<file path="src/rtl/rbd_pkg.sv">
package rbd_pkg;

  localparam int WORD_W = 32;

  typedef enum logic [1:0] {
    KIND_PUSH_FRONT = 2'd0,
    KIND_PUSH_BACK  = 2'd1,
    KIND_POP_FRONT  = 2'd2,
    KIND_POP_BACK   = 2'd3
  } kind_t;

  typedef enum logic [1:0] {
    STATUS_DONE  = 2'd0,
    STATUS_FULL  = 2'd1,
    STATUS_EMPTY = 2'd2
  } status_t;

  typedef struct packed {
    kind_t                      kind;
    logic signed [WORD_W-1:0]   value;
  } in_t;

  typedef struct packed {
    status_t                    status;
    logic signed [WORD_W-1:0]   front_value;
    logic signed [WORD_W-1:0]   back_value;
    logic                       is_empty;
    logic                       is_full;
  } out_t;

  // Per-cycle command broadcast to every cell of one chain.
  typedef struct packed {
    logic ins;  // shift toward the tail, new word enters at cell 0
    logic rem;  // shift toward cell 0, word at cell 0 leaves
    logic app;  // new word lands in the cell just past the last occupied one
  } cell_op_t;

endpackage

</file>
<file path="src/rtl/rbd_cell.sv">
module rbd_cell #(
  parameter int LEN_W = 5,
  parameter int INDEX = 0
) (
  input  logic                               clk,
  input  rbd_pkg::cell_op_t                  op,
  input  logic [LEN_W-1:0]                   len,
  input  logic signed [rbd_pkg::WORD_W-1:0]  word,
  input  logic signed [rbd_pkg::WORD_W-1:0]  left_word,
  input  logic signed [rbd_pkg::WORD_W-1:0]  right_word,
  output logic signed [rbd_pkg::WORD_W-1:0]  data
);

  logic signed [rbd_pkg::WORD_W-1:0] data_next;

  always_comb begin
    data_next = data;
    if (op.ins) begin
      data_next = left_word;
    end else if (op.rem) begin
      data_next = right_word;
    end else if (op.app && (len == LEN_W'(INDEX))) begin
      data_next = word;
    end
  end

  always_ff @(posedge clk) begin
    data <= data_next;
  end

endmodule

</file>
<file path="src/rtl/rbd_chain.sv">
module rbd_chain #(
  parameter int DEPTH = 16,
  parameter int LEN_W = 5
) (
  input  logic                               clk,
  input  rbd_pkg::cell_op_t                  op,
  input  logic [LEN_W-1:0]                   len,
  input  logic signed [rbd_pkg::WORD_W-1:0]  word,
  output logic signed [rbd_pkg::WORD_W-1:0]  head_word,
  output logic signed [rbd_pkg::WORD_W-1:0]  second_word
);

  logic signed [rbd_pkg::WORD_W-1:0] cells [DEPTH];

  for (genvar i = 0; i < DEPTH; i++) begin : g_cell
    logic signed [rbd_pkg::WORD_W-1:0] left_word;
    logic signed [rbd_pkg::WORD_W-1:0] right_word;

    if (i == 0) begin : g_first
      assign left_word = word;
    end else begin : g_inner_l
      assign left_word = cells[i-1];
    end

    if (i == DEPTH - 1) begin : g_last
      assign right_word = '0;
    end else begin : g_inner_r
      assign right_word = cells[i+1];
    end

    rbd_cell #(
      .LEN_W (LEN_W),
      .INDEX (i)
    ) u_cell (
      .clk        (clk),
      .op         (op),
      .len        (len),
      .word       (word),
      .left_word  (left_word),
      .right_word (right_word),
      .data       (cells[i])
    );
  end

  assign head_word   = cells[0];
  assign second_word = cells[1];

endmodule

</file>
<file path="src/rtl/ring_buffer_deque_unit.sv">
// Double-ended queue of signed 32-bit words, up to DEPTH of them.
// Input channel (in_valid / in_stall / in_item) carries one operation per
// item: push front, push back, pop front or pop back. Output channel
// (out_valid / out_stall / out_item) returns one result item per operation:
// status, front and back words (all ones when empty), empty and full flags.
// A push when full or a pop when empty changes nothing and reports a status.
// Storage is two rows of DEPTH cells, one kept in front-to-back order and one
// in back-to-front order, so both ends sit in fixed cells; every operation
// shifts one row by a cell and writes at most one cell of the other, when it changes the deque.
// The result is registered and valid in the cycle after the item is
// accepted. Throughput: one item per cycle while out_stall holds no result;
// the output register is reloaded in the same cycle it is taken.
// When out_stall holds a result, in_stall rises and the deque state holds.
// Reset (rst, synchronous) empties the deque and drops any pending result;
// the word cells themselves are not cleared.
module ring_buffer_deque_unit #(
  parameter int DEPTH = 16
) (
  input  logic          clk,
  input  logic          rst,
  input  logic          in_valid,
  output logic          in_stall,
  input  rbd_pkg::in_t  in_item,
  output logic          out_valid,
  input  logic          out_stall,
  output rbd_pkg::out_t out_item
);

  localparam int LEN_W = $clog2(DEPTH + 1);

  logic [LEN_W-1:0]  count;
  logic [LEN_W-1:0]  count_next;
  logic              accept;
  logic              full;
  logic              empty;

  rbd_pkg::cell_op_t op_f_raw, op_b_raw, op_f, op_b;
  rbd_pkg::status_t  status;
  rbd_pkg::out_t     out_next;

  logic signed [rbd_pkg::WORD_W-1:0] f_head, f_second, b_head, b_second;
  logic signed [rbd_pkg::WORD_W-1:0] front_word, back_word;

  assign in_stall = out_valid && out_stall;
  assign accept   = in_valid && !in_stall;
  assign full     = (count == LEN_W'(DEPTH));
  assign empty    = (count == '0);

  always_comb begin
    op_f_raw   = '0;
    op_b_raw   = '0;
    status     = rbd_pkg::STATUS_DONE;
    count_next = count;
    front_word = f_head;
    back_word  = b_head;
    unique case (in_item.kind)
      rbd_pkg::KIND_PUSH_FRONT: begin
        if (full) begin
          status = rbd_pkg::STATUS_FULL;
        end else begin
          op_f_raw.ins = 1'b1;
          op_b_raw.app = 1'b1;
          count_next   = count + LEN_W'(1);
          front_word   = in_item.value;
          back_word    = empty ? in_item.value : b_head;
        end
      end
      rbd_pkg::KIND_PUSH_BACK: begin
        if (full) begin
          status = rbd_pkg::STATUS_FULL;
        end else begin
          op_b_raw.ins = 1'b1;
          op_f_raw.app = 1'b1;
          count_next   = count + LEN_W'(1);
          back_word    = in_item.value;
          front_word   = empty ? in_item.value : f_head;
        end
      end
      rbd_pkg::KIND_POP_FRONT: begin
        if (empty) begin
          status = rbd_pkg::STATUS_EMPTY;
        end else begin
          op_f_raw.rem = 1'b1;
          count_next   = count - LEN_W'(1);
          front_word   = f_second;
        end
      end
      rbd_pkg::KIND_POP_BACK: begin
        if (empty) begin
          status = rbd_pkg::STATUS_EMPTY;
        end else begin
          op_b_raw.rem = 1'b1;
          count_next   = count - LEN_W'(1);
          back_word    = b_second;
        end
      end
      default: begin
        status = rbd_pkg::STATUS_DONE;
      end
    endcase

    op_f = accept ? op_f_raw : '0;
    op_b = accept ? op_b_raw : '0;

    out_next.status      = status;
    out_next.is_empty    = (count_next == '0);
    out_next.is_full     = (count_next == LEN_W'(DEPTH));
    out_next.front_value = out_next.is_empty ? '1 : front_word;
    out_next.back_value  = out_next.is_empty ? '1 : back_word;
  end

  // Front-to-back row: cell 0 holds the front word.
  rbd_chain #(
    .DEPTH (DEPTH),
    .LEN_W (LEN_W)
  ) u_front_row (
    .clk         (clk),
    .op          (op_f),
    .len         (count),
    .word        (in_item.value),
    .head_word   (f_head),
    .second_word (f_second)
  );

  // Back-to-front row: cell 0 holds the back word.
  rbd_chain #(
    .DEPTH (DEPTH),
    .LEN_W (LEN_W)
  ) u_back_row (
    .clk         (clk),
    .op          (op_b),
    .len         (count),
    .word        (in_item.value),
    .head_word   (b_head),
    .second_word (b_second)
  );

  always_ff @(posedge clk) begin
    if (rst) begin
      count     <= '0;
      out_valid <= 1'b0;
    end else begin
      if (accept) begin
        count     <= count_next;
        out_valid <= 1'b1;
      end else if (!out_stall) begin
        out_valid <= 1'b0;
      end
    end
  end

  always_ff @(posedge clk) begin
    if (accept) begin
      out_item <= out_next;
    end
  end

endmodule

</file>
<file path="config.mk">
export PLATFORM = sky130hd
export DESIGN_NAME = ring_buffer_deque_unit
export DESIGN_NICKNAME = d
export VERILOG_FILES = /design/src/rtl/rbd_pkg.sv /design/src/rtl/rbd_cell.sv /design/src/rtl/rbd_chain.sv /design/src/rtl/ring_buffer_deque_unit.sv
export SDC_FILE = /design/constraint.sdc
export NUM_CORES = 2
export LEC_CHECK = 0
export BUFFER_PORTS_ARGS = -buffer_cell sky130_fd_sc_hd__buf_2
export CORE_MARGIN = 2
export CORE_UTILIZATION = 25
export DETAILED_ROUTE_END_ITERATION = 16
export PLACE_DENSITY = 0.37
export SETUP_SLACK_MARGIN = 0.4
export SLEW_MARGIN = 20
export SYNTH_ARGS = -nofsm -noshare
export SYNTH_HDL_FRONTEND = slang
export SYNTH_HIERARCHICAL = 1
export SYNTH_SLANG_ARGS = --single-unit
</file>
<file path="constraint.sdc">
create_clock -name clk -period 17.9 [get_ports clk]
set_input_delay 5.37 -clock clk [delete_from_list [all_inputs] [get_ports clk]]
set_output_delay 5.37 -clock clk [all_outputs]
set_load 0.005 [all_outputs]
</file>
# Word-level counts from Yosys, hierarchy flattened
# Cells that the tools add are included.
[op_classes] add_sub_neg=2 n_eq_ne=21 mux=122 reduce_logical=72
[op_table] cell="$mux 32" n=104
[op_table] cell="$pmux 32 s3" n=2
[op_table] cell="$reduce_bool 3->1" n=32
[op_table] cell="$eq 5x4->1 const B" n=8
[op_table] cell="$logic_and 1x1->1" n=34
[op_table] cell="$eq 5x3->1 const B" n=4
[op_table] cell="$eq 5x2->1 const B" n=2
[op_table] cell="$eq 5x5->1 const B" n=2
[op_table] cell="$logic_not 5->1" n=2
[op_table] cell="$mux 5" n=2
[op_table] cell="$pmux 5 s2" n=1
[op_table] cell="$mux 1" n=9
[op_table] cell="$mux 3" n=2
[op_table] cell="$add 5x1->5 const B" n=1
[op_table] cell="$eq 5x1->1 const B" n=1
[op_table] cell="$sub 5x1->5 const B" n=1
[op_table] cell="$eq 2x2->1 const B" n=2
[op_table] cell="$pmux 2 s2" n=1
[op_table] cell="$reduce_or 2->1" n=2
[op_table] cell="$eq 2x1->1 const B" n=1
[op_table] cell="$logic_not 2->1" n=1
[op_table] cell="$mux 2" n=1
[op_table] cell="$ne 2x1->1 const B" n=1
[op_table] cell="$logic_not 1->1" n=1
[word_totals] ff_bits=1098 in_bits=38 output_inout_bits=70 elab_cells=256

# Logic depth before layout (Yosys ltp)
[depth] depth_word=8 mapped_depth=11 ltp_nobuf=7

# Modules after synthesis
# The synthesis kept the hierarchy.
[by_module_without_submodules] module="rbd_cell at u_back_row.g_cell[10].u_cell ..." n_inst=8 cells_each=142 area_each_um2=1690.4 seq_area_each_um2=960.9
[by_module_without_submodules] module="rbd_cell at u_back_row.g_cell[1].u_cell ..." n_inst=8 cells_each=142 area_each_um2=1689.1 seq_area_each_um2=960.9
[by_module_without_submodules] module="rbd_cell at u_back_row.g_cell[11].u_cell ..." n_inst=6 cells_each=141 area_each_um2=1686.6 seq_area_each_um2=960.9
[by_module_without_submodules] module="rbd_cell at u_back_row.g_cell[13].u_cell ..." n_inst=4 cells_each=143 area_each_um2=1690.4 seq_area_each_um2=960.9
[by_module_without_submodules] module="rbd_cell at u_back_row.g_cell[0].u_cell ..." n_inst=4 cells_each=142 area_each_um2=1686.6 seq_area_each_um2=960.9
[by_module_without_submodules] module="ring_buffer_deque_unit" n_inst=1 cells_each=730 area_each_um2=5689.2 seq_area_each_um2=2162.1
[by_module_without_submodules] module="rbd_cell at u_back_row.g_cell[3].u_cell ..." n_inst=2 cells_each=141 area_each_um2=1685.4 seq_area_each_um2=960.9
[by_module_without_submodules] module="rbd_chain" n_inst=2 cells_each=1 area_each_um2=3.8 seq_area_each_um2=0.0

# Least setup slack after synthesis
# Ideal clock, no wire load.
[synth_timing] kind="input to register" from="input out_stall" to="register u_front_row/g_cell[12].u_cell/data[0] (netlist name), enable pin" setup_time_ps=470 t_arrival_ps=11967 t_required_ps=17430 path_slack_ps=5463 stages=7 path_buffers=0 path_cell_list="nand2_1 -> nand2_1 -> inv_1 -> nand2_1 -> nor3_1 -> nand4b_1 -> o31ai_1"
[synth_between] elab_chain_cells=6
[synth_rtl] element="start, declared" line_no="ring_buffer_deque_unit.sv:25" text="input logic out_stall,"
[synth_rtl] element="$logic_and 1x1->1 (*)" line_no="ring_buffer_deque_unit.sv:44" text="assign in_stall = out_valid && out_stall;"
[synth_rtl] element="$logic_not 1->1 (*)" line_no="ring_buffer_deque_unit.sv:45" text="assign accept = in_valid && !in_stall;"
[synth_rtl] element="$logic_and 1x1->1 (*)" line_no="ring_buffer_deque_unit.sv:45"
[synth_rtl] element="via accept" line_no="ring_buffer_deque_unit.sv:33" text="logic accept;"
[synth_rtl] element="$mux 3 (*)" line_no="ring_buffer_deque_unit.sv:102" text="op_f = accept ? op_f_raw : '0;"
[synth_rtl] element="$logic_and 1x1->1" line_no="rbd_cell.sv:22" text="end else if (op.app && (len == LEN_W'(INDEX))) begin"
[synth_rtl] element="$reduce_bool 3->1 (no source line) (*)"
[synth_rtl] element="end signal, assigned" line_no="rbd_cell.sv:28" text="data <= data_next;"
[synth_rtl] element="end, declared" line_no="rbd_cell.sv:11" text="output logic signed [rbd_pkg::WORD_W-1:0] data"
# Mark *: on every way through the listed nets, which the timed path passes. The rest lies on a longest branch.
# A chain may end at the register's enable or synchronous reset.

# Worst setup path after layout
[layout_timing] from="input out_stall" to="output in_stall"
[layout_between] elab_chain_cells=1
[layout_rtl] element="$logic_and 1x1->1" line_no="ring_buffer_deque_unit.sv:44"
[layout_rtl] element="end, declared" line_no="ring_buffer_deque_unit.sv:22" text="output logic in_stall,"
# Every way passes these cells.

==> flow_metrics.tcl <==
set metrics [dict create \
    drt_pre_antenna_iters 9 \
    finalSetupViolCount 0 \
    leakage_uw 0.0195 \
    cp_slowest_cell "buf_2" \
    finalWirelength_um 194000 \
    avgSynthCellArea_um2 11.3 \
    ys_top_cells_by_count "nand2_1, edfxtp_1, mux2i_1" \
    place.gp.congestion 0.756 \
    fin_crit_sh 0.621 \
    top_layer_used "met4" \
    synth_seq_area_share 0.551 \
    peakVddDrop_v 0.0000642 \
    synth_cell_types 56 \
    stdcell_count 8548 \
    numPortBuffers 107 \
    yosysTopAreaCell "edfxtp_1" \
    worstSetupPathType "in2out" \
    hold_violations 0 \
    cts_hold_buffers 0 \
    skew_ps 26.4 \
    initial_utilization 0.251 \
    cts_resized 0 \
    clockRootBuffer "clkbuf_16" \
    hpwl_um 113000 \
    wl_per_cell_um 22.7 \
    fin_util 0.278 \
    vias 41451 \
    wl_met1_um 87300 \
    clk_latency_ps 780 \
    cts_setup_buffers 0 \
    critPathMaxStageDelay_ps 120 \
    htree_num_levels 4 \
    num_io_pins 108 \
    grt_max_degree 221 \
    drv_cap 0 \
    met3WireLength_um 7120 \
    synth.most_common_cell "nand2_1" \
    grt.total_usage 0.155 \
    powerDensity_nw_per_um2 103 \
    grt_pass1_vias 43197 \
    crit_fanout 2 \
    cp_common_cell "buf_2" \
    fill_cells 24918 \
    cp.required_ps 12530 \
    syn-cell-area_um2 59700 \
    detail-route-antenna-nets 0 \
    clock_path_buffers 3 \
    antenna_found_initial 19 \
    min_to "u_back_row/g_cell[6].u_cell/data[28]" \
    hold_path_depth 2 \
    slew_viol_final 0 \
    hold_path_class "reg2reg" \
    power_uw 6790 \
    dieArea_um2 243000 \
    run_status "completed" \
    layout_min_cycle_time_ps 11120 \
    end_kind "primary output" \
    cp.arrival_ps 5750 \
    synth_cells 5272 \
    area_growth_pct 10.8 \
    overflow 0 \
    tns_ps 0 \
    drc 0 \
    synth-async-reset-ratio 0 \
    ff2ff_setup_slack_ps 11890 \
    die_x_um 493 \
    dieHeight_um 493 \
    cp_cell_sequence "buf_2 > nand2_1 > inv_1 > buf_2" \
    cts_tree "built" \
    synth.area.top_cells "edfxtp_1, mux2i_1, o21ai_1" \
    hold_start "u_back_row/g_cell[5].u_cell/data[28]" \
    rows 179 \
    final_nets 5315 \
    rsz0062_at_grt "no" \
    drt_iter0_markers 3175 \
    viasPerCell 4.85 \
    worst_r2r_path_depth 10 \
    tightestPinTransition_ps 1110 \
    crit-reg2reg-launch "count[0]" \
    synth_flop_cell "edfxtp_1" \
    yosys.area.top_type_share 0.549 \
    clk_pin_slew_worst_paths_ps 60 \
    synth_edf_count 1092 \
    max-slew-margin-rel 0.261 \
    yosysWarnings 6 \
    max_freq_mhz 90.0 \
    drive_gt1_frac 0.0850 \
    synth_seq_cells 1098 \
    route.met2.wl_um 94500 \
    crit_path_start_kind "input port" \
    core_um2 238000 \
    grt_first_pass_wirelength_um 287000 \
    dp_cells 8298 \
    clock-sinks 1098 \
    numCtsBuffers 140 \
    r2r_end "u_front_row/g_cell[2].u_cell/data[26]" \
]
## kinds of logic after synthesis
logic type | after synthesis | share of synthesized area
AND/OR/NAND/NOR | 1463 | 0.101
AO/OA/AOI/OAI | 1224 | 0.110
flip-flops | 1098 | 0.551
multiplexers | 1043 | 0.175
buffers and inverters | 439 | 0.0627
adder cells (fa/ha/maj) | 2 | 0.000419
other | 2 | 0.000126
XOR/XNOR | 1 | 0.000147
## metrics by stage
step	instance area (µm²)	hold WS [ps]	setup slack, ps
4_1_cts	66100	556	6780
2_1_floorplan	60000	525	5460
3_3_place_gp	61900	542	6740
3_5_place_dp	61900	548	6780
5_1_grt	66100	578	6750
6_report	66200	553	6780
## state kept, by name, indices dropped and copies added, names as in the netlist
signal                          count
u_front_row/g_cell.u_cell/data    512
count                               5
out_valid                           1
u_back_row/g_cell.u_cell/data     512
out_item                           68
## layout make-up
cell class / count / area, µm² / area share
sequential: 1098 / 32900 / 0.497
antenna: 6 / 15.0 / 0.000227
clock inverter: 62 / 472 / 0.00713
timing repair buffer: 218 / 1510 / 0.0228
clock buffer: 180 / 3740 / 0.0565
tap: 3167 / 3960 / 0.0599
inverter: 20 / 76.3 / 0.00115
multi-input combinational: 3797 / 23500 / 0.355
## how the worst max path moves through the flow
stage                                                  to       from  cells after the start  slack [ps]
floorplan           u_front_row/g_cell[12].u_cell/data[0]  out_stall                      7        5460
global placement                                 in_stall  out_stall                      4        6740
detailed placement                               in_stall  out_stall                      4        6780
CTS                                              in_stall  out_stall                      4        6780
global route                                     in_stall  out_stall                      4        6750
finish                                           in_stall  out_stall                      4        6780
## cells in the final DEF (no fill, tap or decap), types with 6 or more instances in the layout
cell / netlist / final
a221oi_1: 7 / 7
bufinv_16: 0 / 6
mux2i_1: 1026 / 1026
a21oi_1: 23 / 23
clkbuf_1: 78 / 35
o21ai_1: 953 / 953
buf_2: 193 / 106
buf_12: 96 / 9
clkinv_2: 0 / 13
inv_6: 0 / 6
a211oi_1: 42 / 42
nand4b_1: 6 / 6
inv_1: 18 / 17
diode_2: 0 / 6
nand3b_1: 16 / 16
a311oi_1: 6 / 6
dfxtp_1: 6 / 6
a22oi_1: 9 / 9
nor4bb_1: 18 / 17
conb_1: 2 / 64
mux2_2: 17 / 17
nor2_1: 79 / 76
o311a_1: 16 / 16
buf_4: 0 / 101
nand3_1: 35 / 35
nor4b_1: 7 / 7
nor3_1: 22 / 20
o21ai_0: 126 / 122
a311o_2: 0 / 22
nand2b_1: 13 / 12
clkbuf_16: 0 / 143
and2_1: 17 / 17
nand2_1: 1215 / 1215
edfxtp_1: 1092 / 1092
clkinv_1: 1 / 34
and3_1: 22 / 21
## per-layer routing
layer | up-vias | track usage
li1 | 19270 | -
met1 | 21264 | 0.203
met2 | 692 | 0.267
met3 | 225 | 0.0221
met4 | 0 | 0.0422
met5 | - | 0
## worst max-delay path: cells and delay by family
family	cells	cell delay, ps
buf+inv	3	290
simple gates	1	90
## where the power goes
part | switching (µW) | leakage [µW] | total, µW | internal [µW]
Sequential | 109 | 0.0102 | 3200 | 3090
Combinational | 603 | 0.00727 | 884 | 281
Clock | 1150 | 0.00204 | 2700 | 1550
Total | 1860 | 0.0195 | 6790 | 4930
Power figures use the tool's default switching activity.
